[src/rtl/nearest_palette_color_assert.svh]
// assertion helpers for the block that checks itself
`ifndef NEAREST_PALETTE_COLOR_ASSERT_SVH
`define NEAREST_PALETTE_COLOR_ASSERT_SVH

// same-cycle implication, clocked on clk_i, off while rst_ni is low
`define NPC_ASSERT_NOW(lbl, ante, cons) \
  lbl: assert property (@(posedge clk_i) disable iff (!rst_ni) (ante) |-> (cons)) \
    else $error("nearest palette color: check failed");

// next-cycle implication, clocked on clk_i, off while rst_ni is low
`define NPC_ASSERT_NEXT(lbl, ante, cons) \
  lbl: assert property (@(posedge clk_i) disable iff (!rst_ni) (ante) |=> (cons)) \
    else $error("nearest palette color: check failed");

`endif

[src/rtl/npc_pkg.sv]
package npc_pkg;

  localparam int unsigned CH_W     = 8;
  localparam int unsigned IDX_W    = 8;
  localparam int unsigned SQ_W     = 16;
  localparam int unsigned DIST_W   = 18;
  localparam int unsigned SIZE_W   = 9;
  localparam int unsigned WORD_W   = 32;
  localparam int unsigned PDATA_W  = 32;
  localparam int unsigned PADDR_W  = 3;

  // number of slots an 8-bit entry index can reach
  localparam int unsigned ADDR_ENTRIES = 256;

  localparam logic [SIZE_W-1:0] PALETTE_SIZE_RST = SIZE_W'(1);
  localparam logic [DIST_W-1:0] MAX_DIST         = DIST_W'(195075);

  // register index, taken from paddr above the byte offset
  localparam logic [PADDR_W-3:0] REG_PALETTE_SIZE = '0;

  typedef enum logic {
    OP_LOAD  = 1'b0,
    OP_QUERY = 1'b1
  } op_e;

  typedef struct packed {
    op_e              opcode;
    logic [IDX_W-1:0] entry_index;
    logic [CH_W-1:0]  in_red;
    logic [CH_W-1:0]  in_green;
    logic [CH_W-1:0]  in_blue;
    logic [CH_W-1:0]  in_alpha;
  } in_beat_t;

  typedef struct packed {
    logic [IDX_W-1:0]  best_index;
    logic [CH_W-1:0]   out_red;
    logic [CH_W-1:0]   out_green;
    logic [CH_W-1:0]   out_blue;
    logic [CH_W-1:0]   out_alpha;
    logic [DIST_W-1:0] best_distance;
  } out_beat_t;

  // squared channel differences of one palette entry, with its index and word
  typedef struct packed {
    logic              valid;
    logic [IDX_W-1:0]  idx;
    logic [WORD_W-1:0] word;
    logic [SQ_W-1:0]   sq_r;
    logic [SQ_W-1:0]   sq_g;
    logic [SQ_W-1:0]   sq_b;
  } dist_t;

endpackage

[src/rtl/npc_dist.sv]
module npc_dist (
  input  logic                          clk_i,
  input  logic                          rst_ni,
  input  logic                          valid_i,
  input  logic [npc_pkg::IDX_W-1:0]     idx_i,
  input  logic [npc_pkg::WORD_W-1:0]    word_i,
  input  logic [npc_pkg::CH_W-1:0]      q_red_i,
  input  logic [npc_pkg::CH_W-1:0]      q_green_i,
  input  logic [npc_pkg::CH_W-1:0]      q_blue_i,
  output npc_pkg::dist_t                res_o
);

  logic [npc_pkg::CH_W-1:0] d_r, d_g, d_b;
  logic [npc_pkg::CH_W-1:0] e_r, e_g, e_b;
  logic                     valid_q;
  npc_pkg::dist_t           res_d, res_q;

  assign e_r = word_i[npc_pkg::CH_W-1:0];
  assign e_g = word_i[2*npc_pkg::CH_W-1:npc_pkg::CH_W];
  assign e_b = word_i[3*npc_pkg::CH_W-1:2*npc_pkg::CH_W];

  // absolute channel differences
  assign d_r = (q_red_i   >= e_r) ? (q_red_i   - e_r) : (e_r - q_red_i);
  assign d_g = (q_green_i >= e_g) ? (q_green_i - e_g) : (e_g - q_green_i);
  assign d_b = (q_blue_i  >= e_b) ? (q_blue_i  - e_b) : (e_b - q_blue_i);

  always_comb begin
    res_d.valid = valid_i;
    res_d.idx   = idx_i;
    res_d.word  = word_i;
    res_d.sq_r  = npc_pkg::SQ_W'(d_r) * npc_pkg::SQ_W'(d_r);
    res_d.sq_g  = npc_pkg::SQ_W'(d_g) * npc_pkg::SQ_W'(d_g);
    res_d.sq_b  = npc_pkg::SQ_W'(d_b) * npc_pkg::SQ_W'(d_b);
  end

  always_ff @(posedge clk_i or negedge rst_ni) begin
    if (!rst_ni) begin
      valid_q <= 1'b0;
    end else begin
      valid_q <= res_d.valid;
    end
  end

  always_ff @(posedge clk_i) begin
    res_q <= res_d;
  end

  // payload from the data register, valid from the reset register
  always_comb begin
    res_o       = res_q;
    res_o.valid = valid_q;
  end

endmodule

[config.mk]
export PLATFORM = sky130hd
export DESIGN_NAME = npc_dist
export DESIGN_NICKNAME = d
export VERILOG_FILES = /design/src/rtl/nearest_palette_color_assert.svh /design/src/rtl/npc_pkg.sv /design/src/rtl/npc_dist.sv
export SDC_FILE = /design/constraint.sdc
export NUM_CORES = 1
export LEC_CHECK = 0
export BUFFER_PORTS_ARGS = -buffer_cell sky130_fd_sc_hd__buf_2
export CAP_MARGIN = 30
export CORE_MARGIN = 4
export CORE_UTILIZATION = 40
export DETAILED_ROUTE_END_ITERATION = 8
export GPL_ROUTABILITY_DRIVEN = 1
export PLACE_DENSITY = 0.68
export SLEW_MARGIN = 20
export SYNTH_ARGS = -nofsm -noshare
export SYNTH_HDL_FRONTEND = slang
export SYNTH_SLANG_ARGS = --single-unit
[constraint.sdc]
create_clock -name clk_i -period 0.8 [get_ports clk_i]
set_input_delay 0.16 -clock clk_i [delete_from_list [all_inputs] [get_ports clk_i]]
set_output_delay 0.16 -clock clk_i [all_outputs]
set_load 0.1 [all_outputs]
==> results of run 1 <==
==> stage by stage <==
stage / instance area [sq um] / hold WS, ps / setup WS, ps / setup TNS, ps
global route: 15500 / 6.20 / -5020 / -191370
CTS: 14800 / 1.73 / -4710 / -179160
detailed placement: 13500 / -64.6 / -5310 / -178890
floorplan: 9380 / -136 / -4810 / -157940
finish: 15500 / 17.9 / -4770 / -180930
global placement: 13500 / -66.0 / -5120 / -174590
==> cell usage after synthesis, drive strengths merged, types with 11 or more instances <==
master,n
a21o,17
a21oi,41
buf,14
dfxtp,85
fa,79
ha,133
inv,190
mux2i,14
nand2,23
nand2b,11
nor2,103
nor2b,14
nor3,18
o21a,12
o21ai,24
or2,17
xnor2,50
xor2,19
==> state kept, by name, summed over array words and instances (netlist names) <==
signal and flops:
valid_q 1, res_o 85
==> layer usage <==
metal,vias up,share of wire,GRT usage,routed length (um)
met4,0,0.021,0.0534,519
li1,4001,-,-,-
met1,4031,0.38,0.219,9530
met3,43,0.037,0.0261,915
met5,-,0,0,0
met2,190,0.56,0.384,14100
==> cell families (layout without fill, tap and decap cells) <==
group,after synthesis,in the layout,share of synthesized area
AND/OR/NAND/NOR,218,218,0.121
adder cells (fa/ha/maj),212,212,0.372
buffers and inverters,212,689,0.0965
AO/OA/AOI/OAI,143,144,0.119
flip-flops,86,86,0.198
XOR/XNOR,69,69,0.0761
multiplexers,15,15,0.0173
other,1,3,0.000430
==> final cells by class <==
| type | count | area, sq um |
|---|---|---|
| repair buffers | 483 | 4820 |
| clock inverters | 7 | 73.8 |
| multi-input cells | 661 | 7490 |
| fillers | 1367 | 5680 |
| flip-flops and latches | 86 | 1830 |
| inverters | 190 | 753 |
| well taps | 275 | 344 |
| clock buffers | 9 | 225 |
==> worst max-delay path, cell delays in order <==
cell,delay (ps)
buf_12,110
inv_12,40
ha_4,110
inv_2,40
fa_2,330
a21o_1,220
a2111oi_4,380
o31ai_4,170
a311o_1,310
buf_4,150
a41oi_2,220
nand3_4,110
or2_4,250
fa_1,550
inv_2,50
fa_1,460
fa_1,490
inv_1,60
fa_1,490
inv_2,50
ha_4,160
and2_1,140
o21ai_2,170
o31ai_4,120
o41ai_4,340
xnor2_1,110
==> worst paths after layout <==
check	startpoint	endpoint	slack, ps	depth (start not counted)
setup / recovery	q_red_i[0]	res_o[46]	-4770	26
hold / removal	word_i[4]	res_o[52]	20	2
max in group asynchronous	rst_ni	valid_q	580	2
min in group asynchronous	rst_ni	valid_q	130	2
==> what timing repair did <==
item	CTS	global route
resized for setup	116	122
setup endpoints to repair	131	131
endpoints found under the hold margin	24	0
cloned	1	0
pin swaps	115	78
buffers inserted	47	30
hold buffers	24	0
==> metrics.cfg, run 1 <==
[die]
start_util = 0.411
core.rowCount = 53
core_area_sq_um = 21200
chipWidth_um = 156
die_height_um = 156
io_pins = 156
die_area_sq_um = 24200

[finish]
final_core_utilization = 0.732
drive_gt1_frac = 0.567
area_delta_synth_final_pct = 78.1
fin_nets = 1710
final_cell_mix = 267 x buf_4, 139 x inv_1, 104 x ha_1, 90 x buf_12, 83 x dfxtp_2
final_cells = 1711
num_antenna_cells = 0
layout_commonest_cell = buf_4

[clocking]
htreeDepth = 3
cts_tree = yes
clockRootBuffer = clkbuf_16
clockBufferDepth = 2
cts_sinks = 86
path_clk_slew_ps = 70
cts_buffers = 9

[worst_setup_path]
worstPathRequired_ps = 1030
crit_arrival_ps = 5800
cp-end-kind = flip-flop
crit_fanout = 6
critical_path_class = primary input to flip-flop
start_kind = primary input

[placed_design]
place_inst = 1607
place.gp.congestion = 0.859
port_buffers = 152
dp_hpwl_mm = 17.5

[outcome]
violations = negative setup slack
status = finished, violations left

[drt]
initialDrtViolationCount = 254
vias_per_cell = 4.83
antenna_left = 0
wl_per_cell_um = 14.6
drc = 0
routed_wl_mm = 25.1
num_vias = 8265
drt_first_pass_iters = 4

[synthesis]
synthCells = 956
synth-seq-area-share = 0.198
postSynthAreaPerCell_sq_um = 9.13
synth_edf_count = 0
synth_warnings = 0
yosys.area.top_type = dfxtp_1
ys_top_cells_by_area = dfxtp_1 19%, ha_1 19%, fa_1 18%
ys_types = 74
synth-seq-cells = 86
ys.flop_type = dfxtp_1
syn_area_sq_um = 8730
yosys.area.top_type_share = 0.195
async_flop_share = 0.0116

[sta]
hold_viol = 0
worst_slack_ps = -4770
period_share = 6.96
setup_viol = 128
rsz0062_at_grt = yes
relSlewSlack = 0.614
fmax_mhz = 180
fin_crit_ps = 5570
drv_slew = 0
worst_pin_slew_ps = 577

[min_path]
hp-class = primary input to flip-flop

[global_routing]
grt_max_degree = 16
grt_pass1_wl_mm = 39.5
grt_overflow = 0
grt_antenna_before_repair = 0
grt_usage = 0.195
grt_pass1_vias = 8838

[flow_run]
cap_violations = 0

Power of run 1 is not shown: default switching activity piles up to over one toggle a cycle in this logic, so the estimate is an artifact.
==> run 2: changes to the inputs <==
--- a/config.mk
+++ b/config.mk
@@ -7,6 +7,7 @@
 export LEC_CHECK = 0
 export BUFFER_PORTS_ARGS = -buffer_cell sky130_fd_sc_hd__buf_2
 export CAP_MARGIN = 30
+export CORE_ASPECT_RATIO = 0.5
 export CORE_MARGIN = 4
 export CORE_UTILIZATION = 40
 export DETAILED_ROUTE_END_ITERATION = 8
==> metrics.cfg, run 2 (synthesis gave the netlist of run 1 again) <==
[global_routing]
grt_antenna_before_repair = 0  ; unchanged
grt_overflow = 0  ; unchanged
grt_pass1_wl_mm = 41.9  ; +5.9%
grt_usage = 0.207  ; +0.0120
grt_max_degree = 16  ; unchanged
grt_pass1_vias = 9077  ; +2.7%

[outcome]
violations = negative setup slack
status = finished, violations left

[die]
core_area_sq_um = 21000  ; -1.2%
io_pins = 156  ; unchanged
core.rowCount = 37  ; -30%
die_height_um = 112  ; -28%
start_util = 0.416  ; +0.00488
chipWidth_um = 217  ; +39%
die_area_sq_um = 24400  ; +0.59%

[worst_setup_path]
crit_fanout = 4  ; -2
cp-end-kind = flip-flop
worstPathRequired_ps = 1070  ; +40 ps
start_kind = primary input
slowest_stage = fa_1
critical_path_buf_inv_count = 5  ; -2
cp-startpoint = word_i[8]
crit_family = adder cells
critical_path_class = primary input to flip-flop
cpPeakStageDelay_ps = 550  ; about the same
crit_arrival_ps = 5800  ; about the same

[clocking]
cts_buffers = 9  ; unchanged
cts_tree = yes
htreeDepth = 3  ; unchanged
cts_sinks = 86  ; unchanged
path_clk_slew_ps = 70  ; about the same
clockRootBuffer = clkbuf_16
clockBufferDepth = 2  ; unchanged

[sta]
tns_ps = -184740  ; -3820 ps
fin_crit_ps = 5530  ; -38.1 ps
rsz0062_at_grt = yes
period_share = 6.91  ; -0.0476
fmax_mhz = 181  ; +0.69%
worst_slack_ps = -4730  ; +38.1 ps
drv_slew = 0  ; unchanged
hold_viol = 0  ; unchanged
relSlewSlack = 0.628  ; +0.0142
setup_viol = 129  ; +0.78%
worst_pin_slew_ps = 556  ; -21.3 ps

[placed_design]
place_ws_ps = -5350  ; -47.2 ps
place.gp.congestion = 0.906  ; +5.4%
dp_hpwl_mm = 18.6  ; +6.2%
port_buffers = 152  ; unchanged

[drt]
antenna_left = 0  ; unchanged
routed_wl_mm = 27.9  ; +11%
drc = 0  ; unchanged
num_vias = 8437  ; +2.1%
vias_per_cell = 4.86  ; +0.67%
initialDrtViolationCount = 334  ; +31%
drt_first_pass_iters = 5  ; +1
wl_per_cell_um = 16.1  ; +9.7%

[finish]
drive_gt1_frac = 0.555  ; -0.0118
fin_nets = 1717  ; +0.41%
largest_register_ff_count = 85  ; unchanged
area_delta_synth_final_pct = 79.4
final_cell_mix = 246 x buf_4, 139 x inv_1, 101 x ha_1, 89 x buf_12, 84 x dfxtp_2
layout_commonest_cell = buf_4
num_antenna_cells = 0  ; unchanged

[min_path]
min_from = word_i[17]
hp-class = primary input to flip-flop

[flow_run]
cap_violations = 0  ; unchanged

-- run 2: cell types whose count changed in the layout (fill, tap and decap cells not counted), sizes merged --
cell,change
buf,-8
clkbuf,+1
clkinv,-1
clkinvlp,+1
dlygate4sd3,+15
inv,-1
-- run 2: layer usage --
layer,vias to the layer above,wire length (um),track usage
li1,4015,-,-
met2,170,15800,0.414
met5,-,0,0
met3,82,795,0.0395
met4,0,946,0.0703
met1,4170,10300,0.218
-- run 2: area by class of cell --
cell class / count / area (sq um)
Tap cell: 292 / 365
Timing Repair Buffer: 490 / 4940
Clock inverter: 6 / 71.3
Clock buffer: 10 / 239
Sequential cell: 86 / 1840
Multi-Input combinational cell: 661 / 7440
Inverter: 190 / 758
Fill cell: 1254 / 5320
-- run 2: stage by stage --
stage | utilization | cell area [sq um] | hold slack [ps] | cells
after floorplan | - | 9380 | -136 | 958
after global placement | 0.637 | 13400 | -65.6 | 1608
after detailed placement | 0.637 | 13400 | -63.9 | 1608
after CTS | 0.715 | 15000 | 4.10 | 1697
after global routing | 0.747 | 15700 | 30.1 | 1735
final | 0.747 | 15700 | 29.7 | 1735
-- run 2: worst paths after layout --
path | to | slack, ps | cells past startpoint
max | res_o[31] | -4730 | 25
min | res_o[65] | 30 | 2
max in group asynchronous | valid_q | 620 | 2
min in group asynchronous | valid_q | 100 | 2
-- run 2: repair_timing --
action,CTS,global route
hold buffers,39,0
gates resized for setup,152,84
pin swaps,122,52
endpoints found under the hold margin,39,0
setup buffers,33,42
endpoints found under the setup margin,131,131
gates cloned,1,0
Power of run 2 is left out for the same reason.
